**config.mk**
```make
export PLATFORM = sky130hd
export DESIGN_NAME = h264_intra_slice_detector_core_flat
export DESIGN_NICKNAME = d
export VERILOG_FILES = /design/src/rtl/core/ihsd_pkg.sv /design/src/rtl/core/ihsd_if.sv /design/src/rtl/core/ihsd_byte_parser.sv /design/src/rtl/core/h264_intra_slice_detector_core.sv /design/src/flat_wrapper.sv
export SDC_FILE = /design/constraint.sdc
export NUM_CORES = 1
export LEC_CHECK = 0
export ABC_AREA = 1
export ABC_CLOCK_PERIOD_IN_PS = 17100
export BUFFER_PORTS_ARGS = -buffer_cell sky130_fd_sc_hd__buf_2
export CAP_MARGIN = 25
export CORE_ASPECT_RATIO = 0.75
export CORE_MARGIN = 2
export CORE_UTILIZATION = 66
export DETAILED_ROUTE_END_ITERATION = 7
export GPL_ROUTABILITY_DRIVEN = 0
export PLACE_DENSITY_LB_ADDON = 0.05
export SKIP_CTS_REPAIR_TIMING = 1
export SYNTH_ARGS = -nofsm -noshare
export SYNTH_HDL_FRONTEND = slang
export SYNTH_HIERARCHICAL = 1
export SYNTH_SLANG_ARGS = --single-unit
export TNS_END_PERCENT = 50
```
**constraint.sdc**
```tcl
create_clock -name clk -period 17.1 [get_ports clk]
set_input_delay 3.42 -clock clk [delete_from_list [all_inputs] [get_ports clk]]
set_output_delay 3.42 -clock clk [all_outputs]
set_load 0.02 [all_outputs]
```
**src/rtl/core/ihsd_pkg.sv**
```systemverilog
// Package for the H.264 intra slice detector.
// Holds the parse state, result types and codes shared by the parser and the top level.
// No dependencies.
package ihsd_pkg;

    // NAL unit types and slice types that matter here
    localparam logic [4:0] NAL_TYPE_NON_IDR = 5'd1;
    localparam logic [4:0] NAL_TYPE_IDR     = 5'd5;
    localparam logic [7:0] SLICE_TYPE_I     = 8'd2;
    localparam logic [7:0] SLICE_TYPE_I_ALL = 8'd7;

    // Register reset value, limit of the prefix counter and saturation value of the slice kind
    localparam logic [5:0] BIT_LIMIT_RESET = 6'd48;
    localparam logic [4:0] ZERO_RUN_MAX    = 5'd31;
    localparam logic [7:0] KIND_SAT        = 8'd255;

    typedef enum logic [2:0] {
        OUT_IDR   = 3'd0,
        OUT_OTHER = 3'd1,
        OUT_SLICE = 3'd2,
        OUT_OVER  = 3'd3,
        OUT_TRUNC = 3'd4
    } outcome_t;

    typedef enum logic [1:0] {
        PH_IDLE  = 2'd0,
        PH_PARSE = 2'd1
    } phase_t;

    // Exp-Golomb parse state; only the low 8 suffix bits ever reach the result
    typedef struct packed {
        phase_t     phase;
        logic [4:0] held_type;
        logic [5:0] bits_used;
        logic       code_index;
        logic [4:0] zero_run;
        logic       in_suffix;
        logic [4:0] suffix_left;
        logic [7:0] suffix_value;
    } parse_state_t;

    typedef struct packed {
        logic       is_intra;
        outcome_t   outcome;
        logic [4:0] unit_type;
        logic [7:0] slice_kind;
    } result_t;

endpackage

```
**src/rtl/core/ihsd_if.sv**
```systemverilog
// Valid/ready channel interfaces for the intra slice detector.
// ihsd_in_if carries NAL unit bytes, ihsd_out_if carries verdicts. No dependencies.
interface ihsd_in_if;
    logic       valid;
    logic       ready;
    logic [7:0] data_byte;
    logic       first_byte;
    logic       last_byte;

    modport source (output valid, output data_byte, output first_byte, output last_byte,
                    input ready);
    modport sink   (input valid, input data_byte, input first_byte, input last_byte,
                    output ready);
endinterface

interface ihsd_out_if;
    logic       valid;
    logic       ready;
    logic       is_intra;
    logic [2:0] outcome;
    logic [4:0] unit_type;
    logic [7:0] slice_kind;

    modport source (output valid, output is_intra, output outcome, output unit_type,
                    output slice_kind, input ready);
    modport sink   (input valid, input is_intra, input outcome, input unit_type,
                    input slice_kind, output ready);
endinterface

```
**src/rtl/core/ihsd_byte_parser.sv**
```systemverilog
// One-byte step of the slice header parser: header decode and eight Exp-Golomb bit steps.
// Purely combinational; depends on ihsd_pkg.
module ihsd_byte_parser (
    input  ihsd_pkg::parse_state_t cur_state,
    input  logic [5:0]             bit_limit,
    input  logic [7:0]             data_byte,
    input  logic                   first_byte,
    input  logic                   last_byte,
    output ihsd_pkg::parse_state_t next_state,
    output logic                   res_valid,
    output ihsd_pkg::result_t      result
);
    import ihsd_pkg::*;

    // Header handling, then the unrolled bit walk for a type 1 unit
    always_comb
    begin
        parse_state_t st;
        logic         bit_val;
        logic         code_done;
        logic         decided;
        logic [8:0]   kind_sum;
        logic [7:0]   kind;

        st        = cur_state;
        decided   = 1'b0;
        code_done = 1'b0;
        bit_val   = 1'b0;
        kind_sum  = 9'd0;
        kind      = 8'd0;
        res_valid = 1'b0;
        result    = '{is_intra: 1'b0, outcome: OUT_OTHER, unit_type: 5'd0, slice_kind: 8'd0};

        if (first_byte)
        begin
            st.held_type = data_byte[4:0];
            st.phase     = PH_IDLE;
            result.unit_type = data_byte[4:0];
            if (data_byte[4:0] == NAL_TYPE_IDR)
            begin
                res_valid       = 1'b1;
                result.is_intra = 1'b1;
                result.outcome  = OUT_IDR;
            end
            else if (data_byte[4:0] != NAL_TYPE_NON_IDR)
            begin
                res_valid      = 1'b1;
                result.outcome = OUT_OTHER;
            end
            else if (last_byte)
            begin
                res_valid      = 1'b1;
                result.outcome = OUT_TRUNC;
            end
            else
            begin
                st.phase        = PH_PARSE;
                st.bits_used    = 6'd0;
                st.code_index   = 1'b0;
                st.zero_run     = 5'd0;
                st.in_suffix    = 1'b0;
                st.suffix_left  = 5'd0;
                st.suffix_value = 8'd0;
            end
        end
        else if (cur_state.phase == PH_PARSE)
        begin
            result.unit_type = cur_state.held_type;
            for (int i = 7; i >= 0; i--)
            begin
                bit_val   = data_byte[3'(i)];
                code_done = 1'b0;
                if (!decided)
                begin
                    if (st.bits_used >= bit_limit)
                    begin
                        decided        = 1'b1;
                        result.outcome = OUT_OVER;
                    end
                    else
                    begin
                        st.bits_used = st.bits_used + 6'd1;
                        if (!st.in_suffix)
                        begin
                            if (!bit_val)
                            begin
                                if (st.zero_run == ZERO_RUN_MAX)
                                begin
                                    decided        = 1'b1;
                                    result.outcome = OUT_OVER;
                                end
                                else
                                begin
                                    st.zero_run = st.zero_run + 5'd1;
                                end
                            end
                            else if (st.zero_run == 5'd0)
                            begin
                                code_done = 1'b1;
                            end
                            else
                            begin
                                st.in_suffix    = 1'b1;
                                st.suffix_left  = st.zero_run;
                                st.suffix_value = 8'd0;
                            end
                        end
                        else
                        begin
                            st.suffix_value = {st.suffix_value[6:0], bit_val};
                            st.suffix_left  = st.suffix_left - 5'd1;
                            code_done       = (st.suffix_left == 5'd0);
                        end

                        // first code done: start slice type; second: decide
                        if (code_done && !st.code_index)
                        begin
                            st.code_index   = 1'b1;
                            st.zero_run     = 5'd0;
                            st.in_suffix    = 1'b0;
                            st.suffix_left  = 5'd0;
                            st.suffix_value = 8'd0;
                        end
                        else if (code_done)
                        begin
                            decided = 1'b1;
                            if (st.zero_run >= 5'd8)
                            begin
                                kind = KIND_SAT;
                            end
                            else
                            begin
                                kind_sum = ((9'd1 << st.zero_run[2:0]) - 9'd1)
                                           + {1'b0, st.suffix_value};
                                kind     = kind_sum[8] ? KIND_SAT : kind_sum[7:0];
                            end
                            result.outcome    = OUT_SLICE;
                            result.slice_kind = kind;
                            result.is_intra   = (kind == SLICE_TYPE_I) ||
                                                (kind == SLICE_TYPE_I_ALL);
                        end
                    end
                end
            end

            if (!decided && last_byte)
            begin
                decided        = 1'b1;
                result.outcome = OUT_TRUNC;
            end
            if (decided)
            begin
                res_valid = 1'b1;
                st.phase  = PH_IDLE;
            end
        end

        next_state = st;
    end

endmodule

```
**src/rtl/core/h264_intra_slice_detector_core.sv**
```systemverilog
// Verdict path: a transferred byte is held in the input register and its verdict
// is registered in the result register (two register stages); input waits while it is full.
// Throughput: one byte per cycle unless stalled; eight bit steps unrolled in one stage.
// Reset (rst_n, asynchronous, active low): idle, no verdict pending, bit_limit back to 48.
// Depends on ihsd_pkg, ihsd_if and ihsd_byte_parser.
module h264_intra_slice_detector_core (
    input  logic             clk,
    input  logic             rst_n,
    input  logic             cfg_wr_en,
    input  logic [5:0]       cfg_wr_data,
    ihsd_in_if.sink          bytes,
    ihsd_out_if.source       verdict
);
    import ihsd_pkg::*;

    logic          s1_valid_reg;
    logic [7:0]    s1_byte_reg;
    logic          s1_first_reg;
    logic          s1_last_reg;
    parse_state_t  state_reg;
    parse_state_t  state_next;
    logic [5:0]    limit_reg;
    logic          out_valid_reg;
    logic          out_valid_next;
    result_t       out_result_reg;
    logic          res_valid;
    result_t       res;
    logic          advance;

    // Input stage moves on when the result register is free or being emptied
    assign advance     = s1_valid_reg && (!out_valid_reg || verdict.ready);
    assign bytes.ready = !s1_valid_reg || advance;

    ihsd_byte_parser u_parser (
        .cur_state  (state_reg),
        .bit_limit  (limit_reg),
        .data_byte  (s1_byte_reg),
        .first_byte (s1_first_reg),
        .last_byte  (s1_last_reg),
        .next_state (state_next),
        .res_valid  (res_valid),
        .result     (res)
    );

    // Configuration register
    always_ff @(posedge clk or negedge rst_n)
    begin
        if (!rst_n)
            limit_reg <= BIT_LIMIT_RESET;
        else if (cfg_wr_en)
            limit_reg <= cfg_wr_data;
    end

    // Input register
    always_ff @(posedge clk or negedge rst_n)
    begin
        if (!rst_n)
            s1_valid_reg <= 1'b0;
        else if (bytes.ready)
            s1_valid_reg <= bytes.valid;
    end

    always_ff @(posedge clk)
    begin
        if (bytes.valid && bytes.ready)
        begin
            s1_byte_reg  <= bytes.data_byte;
            s1_first_reg <= bytes.first_byte;
            s1_last_reg  <= bytes.last_byte;
        end
    end

    // Parse state
    always_ff @(posedge clk or negedge rst_n)
    begin
        if (!rst_n)
            state_reg <= '{phase: PH_IDLE, held_type: 5'd0, bits_used: 6'd0,
                           code_index: 1'b0, zero_run: 5'd0, in_suffix: 1'b0,
                           suffix_left: 5'd0, suffix_value: 8'd0};
        else if (advance)
            state_reg <= state_next;
    end

    // Result register
    always_comb
    begin
        out_valid_next = out_valid_reg && !verdict.ready;
        if (advance && res_valid)
            out_valid_next = 1'b1;
    end

    always_ff @(posedge clk or negedge rst_n)
    begin
        if (!rst_n)
            out_valid_reg <= 1'b0;
        else
            out_valid_reg <= out_valid_next;
    end

    always_ff @(posedge clk)
    begin
        if (advance && res_valid)
            out_result_reg <= res;
    end

    assign verdict.valid      = out_valid_reg;
    assign verdict.is_intra   = out_result_reg.is_intra;
    assign verdict.outcome    = out_result_reg.outcome;
    assign verdict.unit_type  = out_result_reg.unit_type;
    assign verdict.slice_kind = out_result_reg.slice_kind;

    // Checks
    a_kind_only_on_slice: assert property (@(posedge clk) disable iff (!rst_n)
        out_valid_reg && (out_result_reg.outcome != OUT_SLICE)
            |-> out_result_reg.slice_kind == 8'd0)
        else $error("slice_kind set without a decoded slice type");

    a_intra_outcome: assert property (@(posedge clk) disable iff (!rst_n)
        out_valid_reg && out_result_reg.is_intra
            |-> (out_result_reg.outcome == OUT_IDR) || (out_result_reg.outcome == OUT_SLICE))
        else $error("intra verdict with wrong outcome");

    a_parse_type: assert property (@(posedge clk) disable iff (!rst_n)
        state_reg.phase == PH_PARSE |-> state_reg.held_type == NAL_TYPE_NON_IDR)
        else $error("parsing a unit that is not type 1");

    a_suffix_count: assert property (@(posedge clk) disable iff (!rst_n)
        (state_reg.phase == PH_PARSE) && state_reg.in_suffix
            |-> (state_reg.suffix_left != 5'd0) &&
                (state_reg.suffix_left <= state_reg.zero_run))
        else $error("suffix count out of range");

    a_ready_when_free: assert property (@(posedge clk) disable iff (!rst_n)
        !s1_valid_reg || !out_valid_reg |-> bytes.ready)
        else $error("input stalled with free result register");

endmodule

```
**src/flat_wrapper.sv**
```systemverilog
// flat-port wrapper written by rule: the top's interface ports become plain ports
module h264_intra_slice_detector_core_flat import ihsd_pkg::*;
  (clk, rst_n, cfg_wr_en, cfg_wr_data, bytes_valid, bytes_data_byte, bytes_first_byte, bytes_last_byte, bytes_ready, verdict_valid, verdict_is_intra, verdict_outcome, verdict_unit_type, verdict_slice_kind, verdict_ready);
  ihsd_in_if bytes_i ();
  ihsd_out_if verdict_i ();
  input  logic clk;
  input  logic rst_n;
  input  logic cfg_wr_en;
  input  logic [5:0] cfg_wr_data;
  input wire logic [$bits(bytes_i.valid)-1:0] bytes_valid;
  input wire logic [$bits(bytes_i.data_byte)-1:0] bytes_data_byte;
  input wire logic [$bits(bytes_i.first_byte)-1:0] bytes_first_byte;
  input wire logic [$bits(bytes_i.last_byte)-1:0] bytes_last_byte;
  output wire logic [$bits(bytes_i.ready)-1:0] bytes_ready;
  output wire logic [$bits(verdict_i.valid)-1:0] verdict_valid;
  output wire logic [$bits(verdict_i.is_intra)-1:0] verdict_is_intra;
  output wire logic [$bits(verdict_i.outcome)-1:0] verdict_outcome;
  output wire logic [$bits(verdict_i.unit_type)-1:0] verdict_unit_type;
  output wire logic [$bits(verdict_i.slice_kind)-1:0] verdict_slice_kind;
  input wire logic [$bits(verdict_i.ready)-1:0] verdict_ready;
  assign bytes_i.valid = bytes_valid;
  assign bytes_i.data_byte = bytes_data_byte;
  assign bytes_i.first_byte = bytes_first_byte;
  assign bytes_i.last_byte = bytes_last_byte;
  assign bytes_ready = bytes_i.ready;
  assign verdict_valid = verdict_i.valid;
  assign verdict_is_intra = verdict_i.is_intra;
  assign verdict_outcome = verdict_i.outcome;
  assign verdict_unit_type = verdict_i.unit_type;
  assign verdict_slice_kind = verdict_i.slice_kind;
  assign verdict_i.ready = verdict_ready;
  h264_intra_slice_detector_core u_core (.clk(clk), .rst_n(rst_n), .cfg_wr_en(cfg_wr_en), .cfg_wr_data(cfg_wr_data), .bytes(bytes_i), .verdict(verdict_i));
endmodule
```
# Word-level counts from Yosys, hierarchy flattened

Index checks and enable logic that the tools add are counted.

Word-level logic and storage cells: 618
Output and inout port bits: 19
Input port bits: 21
Register bits: 65

Reductions and logical operators: 57
$add $sub $neg: 36
Shifts and indexed selects: 8
Bitwise gates (word level): 1
Magnitude comparators: 16
Multiplexer cells: 456
Equal/unequal tests: 26

Operator list:

| kind                                                                   | number |
|---|---|
| 26-bit 2-to-1 mux                                                      | 34 |
| 8-bit 2-to-1 mux                                                       | 98 |
| 13-bit 2-to-1 mux                                                      | 39 |
| 6-bit 2-to-1 mux                                                       | 35 |
| 4-bit 2-to-1 mux                                                       | 45 |
| 14-bit 2-to-1 mux                                                      | 12 |
| 20-bit 2-to-1 mux                                                      | 8 |
| 1-bit 2-to-1 mux                                                       | 137 |
| 3-bit 2-to-1 mux                                                       | 35 |
| 5-bit logical NOT                                                      | 16 |
| 9-bit by 8-bit adder with 9-bit output                                 | 8 |
| 1-bit by 3-bit << shifter with 9-bit output (first input constant)     | 8 |
| 9-bit by 1-bit subtractor with 9-bit output (second input constant)    | 8 |
| 8-bit by 2-bit equality test with 1-bit output (second input constant) | 8 |
| 8-bit by 3-bit equality test with 1-bit output (second input constant) | 8 |
| 6-bit by 1-bit adder with 6-bit output (second input constant)         | 8 |
| 6-bit >= comparator                                                    | 8 |
| 5-bit by 4-bit >= comparator with 1-bit output (second input constant) | 8 |
| 5-bit 2-to-1 mux                                                       | 8 |
| 5-bit by 1-bit subtractor with 5-bit output (second input constant)    | 8 |
| 5-bit by 1-bit adder with 5-bit output (second input constant)         | 4 |
| 5-bit equality test (second input constant)                            | 4 |
| 17-bit 2-to-1 mux                                                      | 1 |
| 1-bit logical AND                                                      | 13 |
| 14 further kinds                                                       | 39 |

# Logic depth before layout (Yosys ltp)

Gate-level depths: netlist of run 1.

Word-level depth: 120
Mapped depth: 115
Depth with buffers taken out: 113

# Hierarchy

Netlist of run 1, hierarchy kept.

Modules (own cells, without submodules):

| module                         | seq. area each (µm²) | cells an instance | times used | area each (µm²) |
|---|---|---|---|---|
| ihsd_byte_parser               | 0.0                  | 2357              | 1          | 13245.2 |
| h264_intra_slice_detector_core | 1839.3               | 207               | 1          | 2464.9 |

# Worst setup path after synthesis of run 1

OpenSTA, ideal clock, no wires.

Path type: register -> register
From: register u_core.limit_reg[5]
To: register u_core.out_result_reg (netlist bit u_core/verdict.slice_kind[5]) (data pin)
Required time: 16.841 ns
Stages on the path, launching flop included: 102
Period minus slack after synthesis: 15.795 ns
Arrival time: 15.536 ns
Setup time: 0.259 ns
Path slack: 1.305 ns
Buffers on the path: 8
Path through: dfstp_2 -> inv_1 -> ha_1 -> a21oi_1 -> o21a_1 -> nand2_2 -> inv_2 -> clkbuf_1 -> nand2_1 -> nor3_1 -> xor2_1 -> inv_1 -> ha_1 -> a21oi_1 -> o21a_1 -> nand4_1 -> inv_1 -> clkbuf_1 -> (+66 left out) -> inv_1 -> nor2_1 -> nand2_1 -> ha_1 -> inv_1 -> ha_1 -> a21oi_1 -> nand2_1 -> a21oi_1 -> o21bai_1 -> a21oi_1 -> nor2_1 -> nor2_1 -> xnor2_1 -> nor2_1 -> nand2_1 -> nor3_1 -> nor3b_1

Longest elaborated chain between the ends: 108
Elaborated cells between the ends (all ways): 390

Ends and longest elaborated chain:

| element                                                       | line                                  | RTL |
|---|---|---|
| from (decl)                                                   | h264_intra_slice_detector_core.sv:22  | `logic [5:0] limit_reg;` |
| from (signal assigned)                                        | h264_intra_slice_detector_core.sv:51  | `limit_reg <= cfg_wr_data;` |
| branches (longest 107 deep; another with 6-bit >= comparator) | --                                    |  |
| 8-bit 2-to-1 mux *                                            | ihsd_byte_parser.sv:73                | `if (!decided)` |
| to (signal assigned)                                          | h264_intra_slice_detector_core.sv:103 | `out_result_reg <= res;` |
| to (decl)                                                     | h264_intra_slice_detector_core.sv:25  | `result_t out_result_reg;` |

Every way passes the cells marked *. The select of a mux whose other input is x is not followed.
A chain may end at the register's enable or synchronous reset.

==> flow_metrics.env, run 1 <==
export IMPL_fin_util_pct=71.2
export IMPL_largest_register_ffs=33
export IMPL_routed_wl_mm=48.7
export IMPL_cpMaxStageDelayCell="dfstp_2"
export IMPL_grt_pass1_wl_mm=77.5
export IMPL_grt_pass1_vias=15300
export IMPL_synthCells=2561
export IMPL_gr_total_overflow=0
export IMPL_num_vias=17100
export IMPL_startpoint_type="flop"
export IMPL_num_nets_final=2813
export IMPL_hold_depth=2
export IMPL_final_common_cell="nand2_1"
export IMPL_violations="DRC"
export IMPL_dpl_hpwl_mm=39.0
export IMPL_setup_viol=0
export IMPL_skew_ns=0.00648
export IMPL_layout_common_cells="662 x nand2_1, 472 x inv_1, 200 x nand3_1, 200 x ha_1, 148 x nor2_1"
export IMPL_reg2regPathDepth=101
export IMPL_path_clk_slew_ns=0.06
export IMPL_syn_num_nets=2790
export IMPL_synthToLayoutAreaGrowth_pct=5.44
export IMPL_status="finished with violations"
export IMPL_hold_violations=0
export IMPL_synth_area_per_cell_um2=6.10
export IMPL_arrival_ns=16.38
export IMPL_synth_warnings=6
export IMPL_cts_buffer_depth=2
export IMPL_fmax_mhz=61.3
export IMPL_worst_pin_slew_ns=0.928
export IMPL_syn_area_um2=15600
export IMPL_numClockSinks=65
export IMPL_htreeDepth=3
export IMPL_die_h_um=137
export IMPL_min_period_over_period_pct=95.3
export IMPL_tritoncts="built"
export IMPL_critPathCaptureType="flop"
export IMPL_crit_top_cell="nand2_1"
export IMPL_maxCapViolations=0
export IMPL_fin_crit_ns=16.30
export IMPL_numCtsBuffers=9
export IMPL_detailedRoute_firstPassIterationCount=8
export IMPL_drc_errors=1
export IMPL_portBuffers=36
export IMPL_criticalPathCategory="flop to flop"
export IMPL_dieArea_um2=24900
export IMPL_grt_total_usage_pct=38.6
export IMPL_ios=40
export IMPL_drtAntennaViolNets=0
export IMPL_slew_headroom_pct=38.2
export IMPL_wl_per_cell_um=16.9
export IMPL_clock_latency_ns=0.33
export IMPL_drtIter0Drc=2179
export IMPL_drive_gt1_share_pct=11.2
export IMPL_core_um2=23100
export IMPL_cp_max_fo=21
export IMPL_cts_root_buf="clkbuf_16"
export IMPL_worstHoldPathType="flop to flop"
export IMPL_cp_slowest_stage_delay_ns=0.52
export IMPL_antenna_found_initial=1
export IMPL_crit_required_ns=17.18
export IMPL_die_w_um=182
export IMPL_diodes=0
export IMPL_grt_max_degree=47
export IMPL_avgViaCountPerCell=5.91
export IMPL_rows=48
export IMPL_start_util_pct=67.6
export IMPL_fill_cells=2103
export IMPL_slew_viol_final=0
==> through the flow <==
step	cells	setup slack (ns)	hold slack [ns]	instance area [µm²]	TNS (ns)
floorplan	2561	1.31	0.442	15600	0
global placement	2859	0.544	0.454	15900	0
detailed placement	2859	0.101	0.465	15900	0
CTS	2875	-0.00598	0.478	16200	-0.00598
global route	2889	-0.312	0.505	16500	-2.06
finish	2889	0.796	0.479	16500	0
==> critical path, delay by kind of cell (launching register included) <==
| family | cells | cell delay (ns) |
|---|---|---|
| AOI/OAI and AO/OA | 25 | 3.90 |
| xor gates and xnor gates | 5 | 1.02 |
| adders and majority gates | 10 | 2.85 |
| buffers and inverters | 21 | 2.40 |
| DFF | 1 | 0.52 |
| and+or+nand+nor | 40 | 5.34 |
==> metal layers <==
layer  global-route usage (%)  up-vias  share of wire (%)
li1                         -     8269                  -
met1                     54.7     7716                 43
met2                     59.8      964                 42
met3                     7.01      137                 12
met4                     12.2        0                3.2
met5                        0        -                  0
==> path summary, 6_finish.rpt <==
| check | startpoint | to | slack (ns) |
|---|---|---|---|
| worst max-delay path | u_core/limit_reg[5]$_DFFE_PN1P_ | u_core/verdict.is_intra$_DFFE_PP_ | 0.80 |
| worst min-delay path | u_core/limit_reg[5]$_DFFE_PN1P_ | u_core/limit_reg[5]$_DFFE_PN1P_ | 0.48 |
| worst max register to register | u_core/limit_reg[5]$_DFFE_PN1P_ | u_core/verdict.is_intra$_DFFE_PP_ | 0.80 |
| worst min register to register | u_core/limit_reg[5]$_DFFE_PN1P_ | u_core/limit_reg[5]$_DFFE_PN1P_ | 0.48 |
| max in group asynchronous | rst_n | u_core/state_reg[11]$_DFFE_PN0P_ | 13.30 |
| min in group asynchronous | rst_n | u_core/limit_reg[2]$_DFFE_PN0P_ | 3.23 |
==> final cells by class <==
| class | instances | area [µm²] | area share, % |
|---|---|---|---|
| clock inverter | 6 | 43.8 | 0.266 |
| sequential | 65 | 1750 | 10.6 |
| timing repair buffer | 79 | 518 | 3.15 |
| inverter | 514 | 1970 | 11.9 |
| tap | 300 | 375 | 2.28 |
| clock buffer | 10 | 229 | 1.39 |
| multi-input combinational | 1915 | 11600 | 70.4 |
Power of run 1 is left out: the tool's default activity adds up to more than one toggle a clock period on the data nets, which glitch-free logic cannot reach.
==> run 2, diff against run 1 <==
--- a/config.mk
+++ b/config.mk
@@ -9,9 +9,9 @@
 export ABC_CLOCK_PERIOD_IN_PS = 17100
 export BUFFER_PORTS_ARGS = -buffer_cell sky130_fd_sc_hd__buf_2
 export CAP_MARGIN = 25
-export CORE_ASPECT_RATIO = 0.75
 export CORE_MARGIN = 2
 export CORE_UTILIZATION = 66
+export CTS_BUF_LIST = sky130_fd_sc_hd__clkbuf_16
 export DETAILED_ROUTE_END_ITERATION = 7
 export GPL_ROUTABILITY_DRIVEN = 0
 export PLACE_DENSITY_LB_ADDON = 0.05
==> run 2 against run 1 <==
  * The run now ends clean
  * Maximum frequency up 2.2%
  * Routed wire length down 3.9%
  * Clock-buffer cell count up 1
  * Non-clock buffer count down 9
  * Register-to-register slack better by 0.35 ns
  * First-iteration DRC count down 1.8%
  * Global-route usage down 1.8 points
  * Via count down 1.4%
  * Critical endpoint is now u_core/verdict.slice_kind[5]$_DFFE_PP_
  * Highest routed layer unchanged
==> flow_metrics.env, run 2 (same netlist as run 1, synthesis figures left out) <==
export IMPL_avgViaCountPerCell=5.81
export IMPL_wl_per_cell_um=16.2
export IMPL_reg2regPathDepth=95
export IMPL_slew_headroom_pct=36.8
export IMPL_dpl_hpwl_mm=37.2
export IMPL_portBuffers=36
export IMPL_cts_buffer_depth=2
export IMPL_core_um2=23300
export IMPL_slew_viol_final=0
export IMPL_holdCritStartpoint="u_core/state_reg[30]$_DFFE_PN0P_"
export IMPL_drc_errors=0
export IMPL_detailedRoute_firstPassIterationCount=7
export IMPL_fin_crit_ns=15.95
export IMPL_grt_pass1_vias=15000
export IMPL_status="complete, no violations"
export IMPL_multi_input_area_um2=11500
export IMPL_numCtsBuffers=9
export IMPL_antenna_found_initial=0
export IMPL_criticalPathCategory="flop to flop"
export IMPL_cts_root_buf="clkbuf_16"
export IMPL_grt_total_usage_pct=36.8
export IMPL_maxCapViolations=0
export IMPL_post_place_ws_ns=0.425
export IMPL_diodes=0
export IMPL_start_util_pct=66.9
export IMPL_seq_area_um2=1750
export IMPL_cpMaxStageDelayCell="dfstp_2"
export IMPL_final_area_um2=16400
export IMPL_crit_required_ns=17.18
export IMPL_fmax_mhz=62.7
export IMPL_largest_register_ffs=33
export IMPL_final_common_cell="nand2_1"
export IMPL_worstHoldPathType="flop to flop"
export IMPL_tritoncts="built"
export IMPL_drive_gt1_share_pct=10.8
export IMPL_dp_cells=2876
export IMPL_synthToLayoutAreaGrowth_pct=5.20
export IMPL_grt_max_degree=47
export IMPL_whs_endpoint="u_core/state_reg[30]$_DFFE_PN0P_"
export IMPL_routed_wl_mm=46.8
export IMPL_skew_ns=0.00954
export IMPL_hold_violations=0
export IMPL_dpl_cell_area_um2=15900
export IMPL_min_period_over_period_pct=93.3
export IMPL_num_nets_final=2804
export IMPL_dieArea_um2=24900
export IMPL_num_vias=16800
export IMPL_htreeDepth=3
export IMPL_fill_cells=2107
export IMPL_drtAntennaViolNets=0
export IMPL_grt_pass1_wl_mm=73.4
export IMPL_final_cells=2899
export IMPL_r2r_end="u_core/verdict.slice_kind[5]$_DFFE_PP_"
export IMPL_numClockSinks=65
export IMPL_reg2reg_from="u_core/limit_reg[5]$_DFFE_PN1P_"
export IMPL_cp_slowest_stage_delay_ns=0.55
export IMPL_critPathCaptureType="flop"
export IMPL_whs_ns=0.469
export IMPL_startpoint_type="flop"
export IMPL_die_w_um=158
export IMPL_cp_max_fo=20
export IMPL_crit_top_cell="inv_1"
export IMPL_setup_slack_ns=1.15
export IMPL_arrival_ns=16.04
export IMPL_setup_viol=0
export IMPL_die_h_um=158
export IMPL_ios=40
export IMPL_rows=56
export IMPL_r2r_slack_ns=1.15
export IMPL_gr_total_overflow=0
export IMPL_clock_latency_ns=0.34
export IMPL_hold_depth=2
export IMPL_path_clk_slew_ns=0.06
export IMPL_worst_pin_slew_ns=0.948
export IMPL_drtIter0Drc=2140
export IMPL_layout_common_cells="663 x nand2_1, 472 x inv_1, 200 x ha_1"
==> run 2: cell count changes in the layout (fill, tap and decap cells not counted), moves of 2 or more <==
| cell | delta |
|---|---|
| buf_4 | -7 |
| nand3_2 | +3 |
| nand2_2 | -2 |
| o22ai_2 | -2 |
| o21ai_0 | -2 |
| clkinv_2 | +2 |
| o22ai_1 | +3 |
| o21ai_1 | +2 |
| buf_6 | -2 |
| clkinvlp_4 | -2 |
| clkbuf_16 | +2 |
| nand3_1 | -2 |
==> run 2: worst max path at each step <==
stage                                    startpoint                                endpoint  slack (ns)  cells past startpoint
floorplan           u_core/limit_reg[5]$_DFFE_PN1P_  u_core/verdict.slice_kind[5]$_DFFE_PP_        1.31                    101
finish              u_core/limit_reg[5]$_DFFE_PN1P_  u_core/verdict.slice_kind[5]$_DFFE_PP_        1.15                     95
CTS                 u_core/limit_reg[5]$_DFFE_PN1P_  u_core/verdict.slice_kind[5]$_DFFE_PP_        0.33                     95
global route        u_core/limit_reg[5]$_DFFE_PN1P_  u_core/verdict.slice_kind[5]$_DFFE_PP_       -0.04                    100
detailed placement  u_core/limit_reg[5]$_DFFE_PN1P_  u_core/verdict.slice_kind[5]$_DFFE_PP_        0.42                     95
global placement    u_core/limit_reg[5]$_DFFE_PN1P_  u_core/verdict.slice_kind[1]$_DFFE_PP_        0.68                     95
==> run 2: metal layers <==
layer	GRT usage (%)	wire length, µm
met1	47.0	18900
met4	14.9	2240
met5	0	0
met3	5.69	4280
met2	62.0	21400
==> run 2: cell type report <==
cell class / count / area share, %
multi-input combinational: 1915 / 70.2
inverter: 514 / 12.0
sequential: 65 / 10.6
timing repair buffer: 70 / 2.70
tap: 319 / 2.43
clock buffer: 11 / 1.68
clock inverter: 5 / 0.350
==> run 2: critical path, delay by kind of cell, from the launching register on <==
kind	cells	cell delay, ns
compound gates	27	4.19
xor+xnor	5	0.94
fa+ha+maj	10	2.79
buf+inv	18	2.35
flops	1	0.55
simple gates	35	4.82
==> run 2: per-stage QoR <==
stage                     TNS, ns  utilization [%]
after floorplan                 0                -
after global placement          0             68.3
after detailed placement        0             68.3
after CTS                       0             69.7
after global routing      -0.0468             70.4
final                           0             70.4
Power of run 2 is left out for the same reason.
